[src/hw/rtl/periodic_timer_bank_unit_defines.svh]
// Assertion macros for the periodic timer bank unit.
// Included by the files that carry concurrent assertions; no other dependencies.
`ifndef PERIODIC_TIMER_BANK_UNIT_DEFINES_SVH
`define PERIODIC_TIMER_BANK_UNIT_DEFINES_SVH

// same-cycle implication, disabled in reset
`define PTB_ASSERT_NOW(label, clk, rst, ante, cons) \
  label: assert property (@(posedge clk) disable iff (rst) (ante) |-> (cons)) \
    else $error("periodic timer bank check failed");

// next-cycle implication, disabled in reset
`define PTB_ASSERT_NEXT(label, clk, rst, ante, cons) \
  label: assert property (@(posedge clk) disable iff (rst) (ante) |=> (cons)) \
    else $error("periodic timer bank check failed");

`endif

[src/hw/rtl/ptb_pkg.sv]
// Package for the periodic timer bank: widths, request codes, cell and sweep types.
// No dependencies.
`timescale 1ns / 1ps
`default_nettype none
package ptb_pkg;

  localparam int TIMERS_DEF = 16;
  localparam int ID_W       = 6;
  localparam int PERIOD_W   = 16;
  localparam int CNT_W      = 13;

  // period / 10 as multiply by reciprocal, exact over 16 bits
  localparam int          DIV10_SH  = 19;
  localparam logic [16:0] DIV10_MUL = 17'd52429;

  typedef enum logic [1:0] {
    REQ_TICK     = 2'd0,
    REQ_SET      = 2'd1,
    REQ_KILL     = 2'd2,
    REQ_KILL_ALL = 2'd3
  } req_t;

  typedef enum logic [1:0] {
    SW_IDLE,
    SW_SWEEP,
    SW_FLUSH
  } sweep_state_t;

  typedef struct packed {
    logic             armed;
    logic [CNT_W-1:0] count;
    logic [CNT_W-1:0] limit;
    logic             reports;
  } entry_t;

  typedef struct packed {
    logic             shift;
    logic             set;
    logic             kill;
    logic             kill_all;
    logic [ID_W-1:0]  id;
    logic [CNT_W-1:0] limit;
    logic             notify;
  } cell_cmd_t;

  function automatic logic [CNT_W-1:0] limit_of(input logic [PERIOD_W-1:0] period);
    logic [PERIOD_W+17-1:0] prod;
    prod = (PERIOD_W+17)'(period) * (PERIOD_W+17)'(DIV10_MUL);
    return prod[DIV10_SH+CNT_W-1:DIV10_SH];
  endfunction

endpackage
`default_nettype wire

[src/hw/rtl/periodic_timer_bank_unit.sv]
// Periodic timer bank top level: input decode, ring of timer cells, tick sweep.
// Depends on ptb_pkg, ptb_cell, ptb_sweep and periodic_timer_bank_unit_defines.svh.
//
// Requests enter on the s_ channel: s_tuser carries the request kind (tick, set,
// kill, kill all), s_tdata the timer id, period in ms and notify flag. Set, kill
// and kill all take effect in the cycle the beat is accepted and give no result.
// A tick starts a sweep: the timer entries rotate round a ring of TIMERS cells,
// one entry past the update stage at the ring head per cycle unless the sweep
// halts, so every timer is advanced in ascending id order. Each expiry of a
// notifying timer gives one beat on the m_ channel (m_tdata = timer id), the
// final one of the tick with m_tlast. s_tready is low from a tick's acceptance
// until its sweep is done. A result is held back until the next reporting timer
// passes the head, or until the flush state after the sweep, and is then
// registered onto m_. If m_tready is low with a result held, the sweep halts at
// the next reporting timer until the result register drains. Reset clears every
// timer, the sweep and the result register.
`timescale 1ns / 1ps
`default_nettype none
`include "periodic_timer_bank_unit_defines.svh"
module periodic_timer_bank_unit #(
  parameter int TIMERS = ptb_pkg::TIMERS_DEF
) (
  input  wire         clk,
  input  wire         rst,
  input  wire         s_tvalid,
  output logic        s_tready,
  input  wire  [23:0] s_tdata,   // [5:0] timer_id, [21:6] period_ms, [22] notify, [23] zero
  input  wire  [1:0]  s_tuser,   // [1:0] req_type
  output logic        m_tvalid,
  input  wire         m_tready,
  output logic [7:0]  m_tdata,   // [5:0] fired_id, [7:6] zero
  output logic        m_tlast
);

  localparam int IdW = ptb_pkg::ID_W;
  localparam logic [IdW-1:0] MaxId = IdW'(TIMERS);

  ptb_pkg::entry_t    cell_q [TIMERS];
  ptb_pkg::entry_t    tail;
  ptb_pkg::cell_cmd_t cmd;
  logic               accept, shift, idle;
  logic [IdW-1:0]     fired_id;

  assign accept   = s_tvalid && s_tready;
  assign s_tready = idle;

  always_comb begin
    cmd.shift    = shift;
    cmd.set      = accept && (s_tuser == ptb_pkg::REQ_SET);
    cmd.kill     = accept && (s_tuser == ptb_pkg::REQ_KILL);
    cmd.kill_all = accept && (s_tuser == ptb_pkg::REQ_KILL_ALL);
    cmd.id       = s_tdata[5:0];
    cmd.limit    = ptb_pkg::limit_of(s_tdata[21:6]);
    cmd.notify   = s_tdata[22];
  end

  for (genvar i = 0; i < TIMERS; i++) begin : g_cell
    if (i == TIMERS - 1) begin : g_tail
      ptb_cell #(.CELL_ID(IdW'(i + 1))) u_cell (
        .clk   (clk),
        .rst   (rst),
        .cmd   (cmd),
        .nb    (tail),
        .entry (cell_q[i])
      );
    end else begin : g_mid
      ptb_cell #(.CELL_ID(IdW'(i + 1))) u_cell (
        .clk   (clk),
        .rst   (rst),
        .cmd   (cmd),
        .nb    (cell_q[i+1]),
        .entry (cell_q[i])
      );
    end
  end

  ptb_sweep #(.TIMERS(TIMERS)) u_sweep (
    .clk     (clk),
    .rst     (rst),
    .start   (accept && (s_tuser == ptb_pkg::REQ_TICK)),
    .head    (cell_q[0]),
    .tail    (tail),
    .shift   (shift),
    .idle    (idle),
    .m_valid (m_tvalid),
    .m_ready (m_tready),
    .m_id    (fired_id),
    .m_last  (m_tlast)
  );

  assign m_tdata = {2'b00, fired_id};

  `PTB_ASSERT_NOW(a_fired_id_range, clk, rst, m_tvalid, (fired_id != '0) && (fired_id <= MaxId))
  `PTB_ASSERT_NEXT(a_tick_blocks_input, clk, rst, accept && (s_tuser == ptb_pkg::REQ_TICK), !s_tready)

endmodule
`default_nettype wire

[src/hw/rtl/ptb_cell.sv]
// One timer cell of the ring: holds a timer entry, takes its neighbour's entry on a shift.
// Depends on ptb_pkg.
`timescale 1ns / 1ps
`default_nettype none
module ptb_cell #(
  parameter logic [ptb_pkg::ID_W-1:0] CELL_ID = 1
) (
  input  wire                     clk,
  input  wire                     rst,
  input  wire ptb_pkg::cell_cmd_t cmd,
  input  wire ptb_pkg::entry_t    nb,
  output ptb_pkg::entry_t         entry
);

  logic hit;

  assign hit = (cmd.id == CELL_ID);

  always_ff @(posedge clk) begin
    if (rst || cmd.kill_all || (cmd.kill && hit)) begin
      entry <= '0;
    end else if (cmd.shift) begin
      entry <= nb;
    end else if (cmd.set && hit) begin
      entry.armed   <= 1'b1;
      entry.count   <= '0;
      entry.limit   <= cmd.limit;
      entry.reports <= cmd.notify;
    end
  end

endmodule
`default_nettype wire

[src/hw/rtl/ptb_sweep.sv]
// Tick sweep: updates the ring head each step, orders reports and drives the result register.
// Depends on ptb_pkg.
`timescale 1ns / 1ps
`default_nettype none
module ptb_sweep #(
  parameter int TIMERS = ptb_pkg::TIMERS_DEF
) (
  input  wire                      clk,
  input  wire                      rst,
  input  wire                      start,
  input  wire ptb_pkg::entry_t     head,
  output ptb_pkg::entry_t          tail,
  output logic                     shift,
  output logic                     idle,
  output logic                     m_valid,
  input  wire                      m_ready,
  output logic [ptb_pkg::ID_W-1:0] m_id,
  output logic                     m_last
);

  localparam int IdW   = ptb_pkg::ID_W;
  localparam int CntW  = ptb_pkg::CNT_W;
  localparam int StepW = (TIMERS > 1) ? $clog2(TIMERS) : 1;
  localparam logic [StepW-1:0] LastStep = StepW'(TIMERS - 1);

  ptb_pkg::sweep_state_t state, state_next;
  logic [StepW-1:0] step, step_next;
  logic             p_valid, p_valid_next;
  logic [IdW-1:0]   p_id, p_id_next;
  logic             o_valid_next, o_last_next;
  logic [IdW-1:0]   o_id_next;

  logic [CntW-1:0] cnt_inc;
  logic            fire, report, out_free;

  assign cnt_inc  = head.count + CntW'(1);
  assign fire     = head.armed && (cnt_inc >= head.limit);
  assign report   = fire && head.reports;
  assign out_free = !m_valid || m_ready;
  assign idle     = (state == ptb_pkg::SW_IDLE);

  always_comb begin
    tail = head;
    if (head.armed) begin
      tail.count = fire ? '0 : cnt_inc;
    end
  end

  always_ff @(posedge clk) begin
    if (rst) begin
      state   <= ptb_pkg::SW_IDLE;
      step    <= '0;
      p_valid <= 1'b0;
      m_valid <= 1'b0;
    end else begin
      state   <= state_next;
      step    <= step_next;
      p_valid <= p_valid_next;
      m_valid <= o_valid_next;
    end
  end

  always_ff @(posedge clk) begin
    p_id   <= p_id_next;
    m_id   <= o_id_next;
    m_last <= o_last_next;
  end

  always_comb begin
    state_next   = state;
    step_next    = step;
    p_valid_next = p_valid;
    p_id_next    = p_id;
    o_valid_next = m_valid && !m_ready;
    o_id_next    = m_id;
    o_last_next  = m_last;
    shift        = 1'b0;
    case (state)
      ptb_pkg::SW_IDLE: begin
        if (start) begin
          state_next = ptb_pkg::SW_SWEEP;
          step_next  = '0;
        end
      end
      ptb_pkg::SW_SWEEP: begin
        if (!(report && p_valid && !out_free)) begin
          shift = 1'b1;
          if (report) begin
            if (p_valid) begin
              o_valid_next = 1'b1;
              o_id_next    = p_id;
              o_last_next  = 1'b0;
            end
            p_valid_next = 1'b1;
            p_id_next    = IdW'(step) + IdW'(1);
          end
          if (step == LastStep) begin
            state_next = ptb_pkg::SW_FLUSH;
          end else begin
            step_next = step + StepW'(1);
          end
        end
      end
      ptb_pkg::SW_FLUSH: begin
        if (!p_valid) begin
          state_next = ptb_pkg::SW_IDLE;
        end else if (out_free) begin
          o_valid_next = 1'b1;
          o_id_next    = p_id;
          o_last_next  = 1'b1;
          p_valid_next = 1'b0;
          state_next   = ptb_pkg::SW_IDLE;
        end
      end
      default: begin
        state_next = ptb_pkg::SW_IDLE;
      end
    endcase
  end

endmodule
`default_nettype wire

[config.mk]
export PLATFORM = sky130hd
export DESIGN_NAME = periodic_timer_bank_unit
export DESIGN_NICKNAME = d
export VERILOG_FILES = /design/src/hw/rtl/ptb_pkg.sv /design/src/hw/rtl/periodic_timer_bank_unit.sv /design/src/hw/rtl/ptb_cell.sv /design/src/hw/rtl/ptb_sweep.sv
export VERILOG_INCLUDE_DIRS = /design/src /design/src/hw/rtl
export SDC_FILE = /design/constraint.sdc
export NUM_CORES = 1
export LEC_CHECK = 0
export ABC_AREA = 1
export BUFFER_PORTS_ARGS = -buffer_cell sky130_fd_sc_hd__buf_2
export CORE_UTILIZATION = 40
export DETAILED_ROUTE_END_ITERATION = 10
export PLACE_DENSITY = 0.6
export SLEW_MARGIN = 20
export SYNTH_ARGS = -nofsm -noshare
export SYNTH_HDL_FRONTEND = slang
export SYNTH_SLANG_ARGS = --single-unit
[constraint.sdc]
create_clock -name clk -period 8.93 [get_ports clk]
set_input_delay 0.893 -clock clk [delete_from_list [all_inputs] [get_ports clk]]
set_output_delay 0.893 -clock clk [all_outputs]
set_load 0.01 [all_outputs]
# Word level (Yosys, flattened, before mapping)
# Index checks and enable logic that the tools add are counted.
classes:
  addsub: 3
  multipliers: 1
  n_lt_le_gt_ge: 1
  n_eq_ne: 31
  n_mux: 69
  n_bitwise: 1
  reduce_logical: 88
op_table:
  columns: ["operator", "count"]
  rows:
  - ["2-to-1 mux 28 bit", 32]
  - ["equality test 6 x 4 -> 1 bit, second input constant", 8]
  - ["logical AND 1 bit", 42]
  - ["nonzero test 2 bit", 18]
  - ["multiplier 16 x 16 -> 32 bit, second input constant", 1]
  - ["2-to-1 mux 6 bit", 5]
  - ["2-to-1 mux 13 bit", 2]
  - ["equality test 6 x 3 -> 1 bit, second input constant", 4]
  - ["logical OR 1 bit", 18]
  - ["2-to-1 mux 1 bit", 16]
  - ["adder 13 x 1 -> 13 bit, second input constant", 1]
  - ["greater-or-equal comparator 13 bit", 1]
  - ["equality test 6 x 2 -> 1 bit, second input constant", 2]
  - ["2-to-1 mux 4 bit", 3]
  - ["!= test 2 x 1 -> 1 bit, second input constant", 6]
  - ["case mux 6 bit (2 select lines)", 1]
  - ["2-to-1 mux 2 bit", 5]
  - ["case mux 4 bit (2 select lines)", 1]
  - ["AND reduction 4 bit", 2]
  - ["equality test 2 bit, second input constant", 3]
  - ["equality test 6 x 1 -> 1 bit, second input constant", 1]
  - ["equality test 6 x 5 -> 1 bit, second input constant", 1]
  - ["case mux 1 bit (2 select lines)", 3]
  - ["case mux 2 bit (3 select lines)", 1]
  - ["other kinds (11)", 17]
word_totals:
  ff_bits: 469
  input_bits: 30
  wordCells: 265

# Logic depth before layout (Yosys ltp)
depth:
  ltp_word: 9
  depth_mapped: 28
  depth_no_buf: 27

# Hierarchy
# From an unflattened synthesis, not the netlist that was laid out.
unflattened:
  cells_unflattened: 4353
  area_unflattened_um2: 30402.9
modules_own_cells:
  columns: ["mod", "instances", "cells_per_inst", "area_per_inst_um2"]
  rows:
  - ["ptb_cell at g_cell[0].g_mid.u_cell ...", 5, 211, 1428.9]
  - ["ptb_cell at g_cell[10].g_mid.u_cell ...", 4, 209, 1475.2]
  - ["ptb_cell at g_cell[4].g_mid.u_cell ...", 4, 216, 1435.1]
  - ["periodic_timer_bank_unit", 1, 699, 5308.8]
  - ["ptb_cell at g_cell[11].g_mid.u_cell ...", 2, 211, 1481.4]
  - ["ptb_sweep", 1, 269, 1844.3]
  - ["ptb_cell at g_cell[14].g_mid.u_cell", 1, 208, 1501.4]

# Worst setup path before layout
# No wires, ideal clock.
synth_path:
  path_kind: "input -> register"
  from: "in s_tdata[8]"
  to: "reg g_cell[4].g_mid.u_cell.entry[1] (netlist name)"
  setup_ns: 0.057
  arrival_time_ns: 5.387
  required_ns: 8.873
  path_slack_ns: 3.486
  cell_stages: 23
  path_cell_list: "ha_1 > inv_1 > fa_1 > inv_1 > fa_1 > fa_1 > fa_1 > inv_1 > fa_1 > inv_1 > ha_1 > nand2_1 > nor2_1 > nand2_1 > inv_1 > nand2_1 > nand2_1 > xor2_1 > clkbuf_1 > nand3_1 > nand3_1 > nand2_1 > inv_1"
synth_via:
  elab_chain_len: 3
synth_lines:
  columns: ["item", "line", "text"]
  rows:
  - ["start, declared", "periodic_timer_bank_unit.sv:27", "input wire [23:0] s_tdata,"]
  - ["multiplier 16 x 16 -> 32 bit", "ptb_pkg.sv:48", "prod = (PERIOD_W+17)'(period) * (PERIOD_W+17)'(DIV10_MUL);"]
  - ["2-to-1 mux 28 bit", "ptb_cell.sv:24", "end else if (cmd.set && hit) begin"]
  - ["2-to-1 mux 28 bit", "ptb_cell.sv:22", "end else if (cmd.shift) begin"]
  - ["end signal, assigned", "ptb_cell.sv:23", "entry <= nb;"]
  - ["end, declared", "ptb_cell.sv:12", "output ptb_pkg::entry_t entry"]
# Every way passes these cells. The select of a mux whose other input is x is not followed.
# A chain may end at the register's enable or synchronous reset.

# Worst setup path after layout
layout_path:
  from: "in s_tdata[10]"
  to: "reg g_cell[11].g_mid.u_cell.entry[5] (netlist name)"
layout_via:
  elab_chain_len: 3
layout_lines:
  columns: ["item", "line"]
  rows:
  - ["multiplier 16 x 16 -> 32 bit", "ptb_pkg.sv:48"]
  - ["2-to-1 mux 28 bit", "ptb_cell.sv:24"]
  - ["2-to-1 mux 28 bit", "ptb_cell.sv:22"]
  - ["end signal, assigned", "ptb_cell.sv:23"]
  - ["end, declared", "ptb_cell.sv:12"]
# Every way passes these cells. The select of a mux whose other input is x is not followed.

==> reports/metrics.sh <==
STATUS='finished, final reports clean'
NUMCTSBUFFERS=49
POWER_DENSITY_nW_PER_UM2=344
ROUTE.ANTENNA.REMAINING_NETS=0
FINAL_MAX_SLEW_VIOL_COUNT=0
FINAL_SETUP_VIOLATING_ENDPOINTS=0
TOTAL_SWITCHING_POWER_uW=5070
GATE_POWER_SHARE_PCT=55.0
SYNTH_LARGEST_TYPE_AREA_FRACTION_PCT=34.7
GLOBAL_ROUTE.USAGE.TOTAL_PCT=20.9
YOSYS_REGISTER_BITS=467
TRITONCTS='built'
INTERNAL-POWER_uW=4790
POST-DP-HPWL_MM=48.4
FIN_WORST_HOLD_SLACK_PS=418
FILLERINSTANCES=6839
POST_SYNTH.CELL_AREA_AVG_SQ_UM=6.92
FLOORPLAN.DIE_AREA_SQ_UM=66900
VIAS_PER_CELL=5.00
CRIT_TYPE='input port to flip-flop'
PORT_BUFFERS=36
WORST_HOLD_PATH.NUM_CELLS=0
SYNTH.CELLS.MOST_FREQUENT='sky130_fd_sc_hd__nand2_1, sky130_fd_sc_hd__nand3_1, sky130_fd_sc_hd__inv_1, sky130_fd_sc_hd__dfxtp_1, sky130_fd_sc_hd__a21oi_1'
FF2FF_SETUP_SLACK_PS=3510
DETAIL_ROUTE.DRC_VIOLATIONS=0
VIAS_IN_THE_FIRST_GLOBAL_ROUTE=22100
YOSYSMOSTFREQUENTCELL='sky130_fd_sc_hd__nand2_1'
SHARE_OF_THE_CLOCK_PERIOD_USED_BY_THE_WORST_PATH_PCT=66.3
GRT-OVFL-TOTAL=0
MAX_CAP_VIOL_COUNT=0
FLOORPLAN.ROWS=93
FINAL_UTIL_PCT=44.3
CTS_HOLD_BUFFERS=0
GRT_SETUP_UNREPAIRED='false'
POST_ROUTE_CELLS_DRIVE_ABOVE_1_SHARE_PCT=4.75
GRT_FIRST_PASS_WIRELENGTH_MM=114
WORST-SLEW-PIN-TRANSITION_PS=1130
FINAL.MIN_CLOCK_PERIOD_PS=5920
POWER.LEAKAGE_uW=0.0138
WORST_R2R_PATH_DEPTH=18
WL_PER_CELL_UM=14.9
GRT_ANTENNA_BEFORE_REPAIR=0
CRITPATHCAPTURETYPE='flip-flop'
PATH_CLK_SLEW_PS=60
FIRSTDRTPASSITERS=5
FIRST_ITER_VIOLATIONS=1666
CTS.SINK_COUNT=467
NUM_ANTENNA_CELLS=0
FINAL.SETUP.TNS_PS=0
WORSTHOLDPATHTYPE='flip-flop to flip-flop'
SYNTHFLOPTYPE='sky130_fd_sc_hd__dfxtp_1'
ROUTE.VIAS.TOTAL=23100
SYN2LAYOUT_AREA_GROWTH_PCT=8.89
SYNTHARSTFLOPSHARE_PCT=0
CLK_LAT_WORST_SKEW_PS=610
SETUP.WORST_PATH.START_CLASS='input port'
SYNTH_AREA_SQ_UM=26300
SYNTH_CELL_TYPES=39
CTS.REPAIR.RESIZED=0
PATH_MAX_FANOUT=16
NETLIST_TOP_CELLS_AREA='sky130_fd_sc_hd__dfxtp_1, sky130_fd_sc_hd__nand2_1, sky130_fd_sc_hd__nand3_1'
CLOCK_POWER_SHARE_PCT=21.7
IR_WORST_VDD_V=0.000438
SYNTHESIS.YOSYS.WARNINGS=0
CTS_POST_SETUP_BUFFERS_INSERTED=0
DETAILED_ROUTE_WL_MM=68.9
NETS=3991
MAXIMUM_NUMBER_OF_PINS_ON_ONE_NET_BEFORE_GLOBAL_ROUTE_REPAIR=243
DIE_W_UM=259
FINAL-HOLD-VIOLATION-COUNT=0
POST-LAYOUT-TOTAL-POWER_uW=9860
POWER.SHARE.SEQUENTIAL_PCT=23.3
INITIAL_CORE_UTILIZATION_PCT=40.6
SWITCHING_SHARE_PCT=51.4
CTS_ROOT_BUFFER='sky130_fd_sc_hd__clkbuf_16'
NETLIST.TOP_CELL.BY_AREA='sky130_fd_sc_hd__dfxtp_1'
SLEW_HEADROOM_PCT=24.5
IO_PINS=41
CTS_MAX_LEVEL=2
SEQ_AREA_FRAC_SYNTH_PCT=35.9
DIEHEIGHT_UM=259
CORE_REGION_AREA_SQ_UM=64800
DATA_ARRIVAL_AT_THE_ENDPOINT_OF_THE_CRITICAL_PATH_PS=6440
ENDPOINT_REQUIRED_TIME_ON_THE_CRITICAL_PATH_PS=9460
FIN_SKEW_PS=40.5
EDFF_COUNT_SYNTH=11
POSTSYNTHCELLCOUNT=3805
ROUTABILITYCONGESTION=0.912
MAX_FREQ_MHz=169
CTS_BUFFER_DEPTH=3
## final cells by class
class / count / area [sq um] / share of cell area, %
clock inverters: 14 / 223 / 0.777
inverters: 527 / 1990 / 6.92
flip-flops and latches: 467 / 9460 / 33.0
multi-input cells: 2611 / 14000 / 48.7
repair buffers: 76 / 493 / 1.72
well taps: 855 / 1070 / 3.73
clock buffers: 74 / 1470 / 5.13
## kinds of logic after synthesis
logic type      share of synthesized area (%)
fa+ha+maj                                13.1
simple gates                             32.2
flops                                    35.9
xor+xnor                                0.594
other cells                            0.0142
compound gates                           7.04
buf+inv                                  11.1
## power by group through the flow
| stage | Clock (uW) | Sequential, uW | Combinational [uW] |
|---|---|---|---|
| final | 2140 | 2300 | 5430 |
| after detailed placement | 0 | 2350 | 5440 |
| after global routing | 2260 | 2320 | 6060 |
| after global placement | 0 | 2350 | 5440 |
| after CTS | 2180 | 2300 | 5460 |
| after floorplan | 0 | 2320 | 3800 |
## state kept, by name (all words and copies together) (netlist names)
register,cells
g_cell.g_mid.u_cell.entry,420
g_cell.g_tail.u_cell.entry,28
u_sweep.m_id,5
u_sweep.p_id,5
u_sweep.step,4
u_sweep.state,2
u_sweep.m_last,1
u_sweep.m_valid,1
u_sweep.p_valid,1
## worst max-delay path, cell delays in order
cell and delay, ps:
sky130_fd_sc_hd__buf_2 150, sky130_fd_sc_hd__ha_1 400, sky130_fd_sc_hd__xor2_1 180, sky130_fd_sc_hd__ha_1 330
sky130_fd_sc_hd__fa_1 510, sky130_fd_sc_hd__fa_1 440, sky130_fd_sc_hd__fa_1 500, sky130_fd_sc_hd__inv_1 50
sky130_fd_sc_hd__fa_1 510, sky130_fd_sc_hd__inv_1 50, sky130_fd_sc_hd__ha_1 380, sky130_fd_sc_hd__nand2_1 180
sky130_fd_sc_hd__nor2_2 190, sky130_fd_sc_hd__inv_1 80, sky130_fd_sc_hd__nor2_1 140, sky130_fd_sc_hd__nand3_1 80
sky130_fd_sc_hd__nand3_1 120, sky130_fd_sc_hd__xor2_2 840, sky130_fd_sc_hd__nand3_1 170, sky130_fd_sc_hd__nand3_1 120
sky130_fd_sc_hd__nand2_1 50, sky130_fd_sc_hd__inv_1 60
## metal layers
metal  wire length, um  vias to the layer above  global-route usage (%)  part of all wire, %
met2             30700                      456                    33.5                   45
met1             33300                    10800                    29.3                   48
met4              1350                        0                    4.95                  2.0
li1                  -                    11800                       -                    -
met3              3480                       88                    3.08                  5.1
met5                 0                        -                       0                    0
## cell usage in the layout (no fill, tap or decap), types with 3 or more instances in the layout
cell / count
sky130_fd_sc_hd__nand2_1: 1138
sky130_fd_sc_hd__conb_1: 3
sky130_fd_sc_hd__o21bai_1: 4
sky130_fd_sc_hd__clkbuf_1: 12
sky130_fd_sc_hd__dfxtp_1: 456
sky130_fd_sc_hd__o21ai_0: 39
sky130_fd_sc_hd__inv_1: 525
sky130_fd_sc_hd__o21ai_1: 13
sky130_fd_sc_hd__nand3_1: 624
sky130_fd_sc_hd__fa_1: 79
sky130_fd_sc_hd__xnor2_1: 3
sky130_fd_sc_hd__bufinv_16: 3
sky130_fd_sc_hd__clkbuf_8: 11
sky130_fd_sc_hd__a21oi_4: 10
sky130_fd_sc_hd__clkbuf_16: 51
sky130_fd_sc_hd__buf_2: 36
sky130_fd_sc_hd__ha_1: 149
sky130_fd_sc_hd__buf_4: 39
sky130_fd_sc_hd__edfxtp_1: 11
sky130_fd_sc_hd__nand4_1: 8
sky130_fd_sc_hd__a21oi_1: 268
sky130_fd_sc_hd__nor3_1: 20
sky130_fd_sc_hd__clkinv_2: 5
sky130_fd_sc_hd__a21o_1: 4
sky130_fd_sc_hd__nor2_1: 214
sky130_fd_sc_hd__xor2_1: 12
sky130_fd_sc_hd__nor2_2: 3
## per-stage QoR
step | cells | setup WS [ps] | area [sq um]
finish | 4624 | 3010 | 28700
global route | 4624 | 2600 | 28700
CTS | 4624 | 3030 | 28700
floorplan | 3807 | 3490 | 26300
global placement | 4536 | 2480 | 27000
detailed placement | 4536 | 2440 | 27000
## final timing paths
check	start	endpoint
setup reg to reg	g_cell[0].g_mid.u_cell.entry[14]	g_cell[10].g_mid.u_cell.entry[20]
hold reg to reg	u_sweep.p_id[1]	u_sweep.m_id[1]
hold / removal	u_sweep.p_id[1]	u_sweep.m_id[1]
setup / recovery	s_tdata[10]	g_cell[11].g_mid.u_cell.entry[5]
No activity file was read; power rests on OpenSTA's default activity.
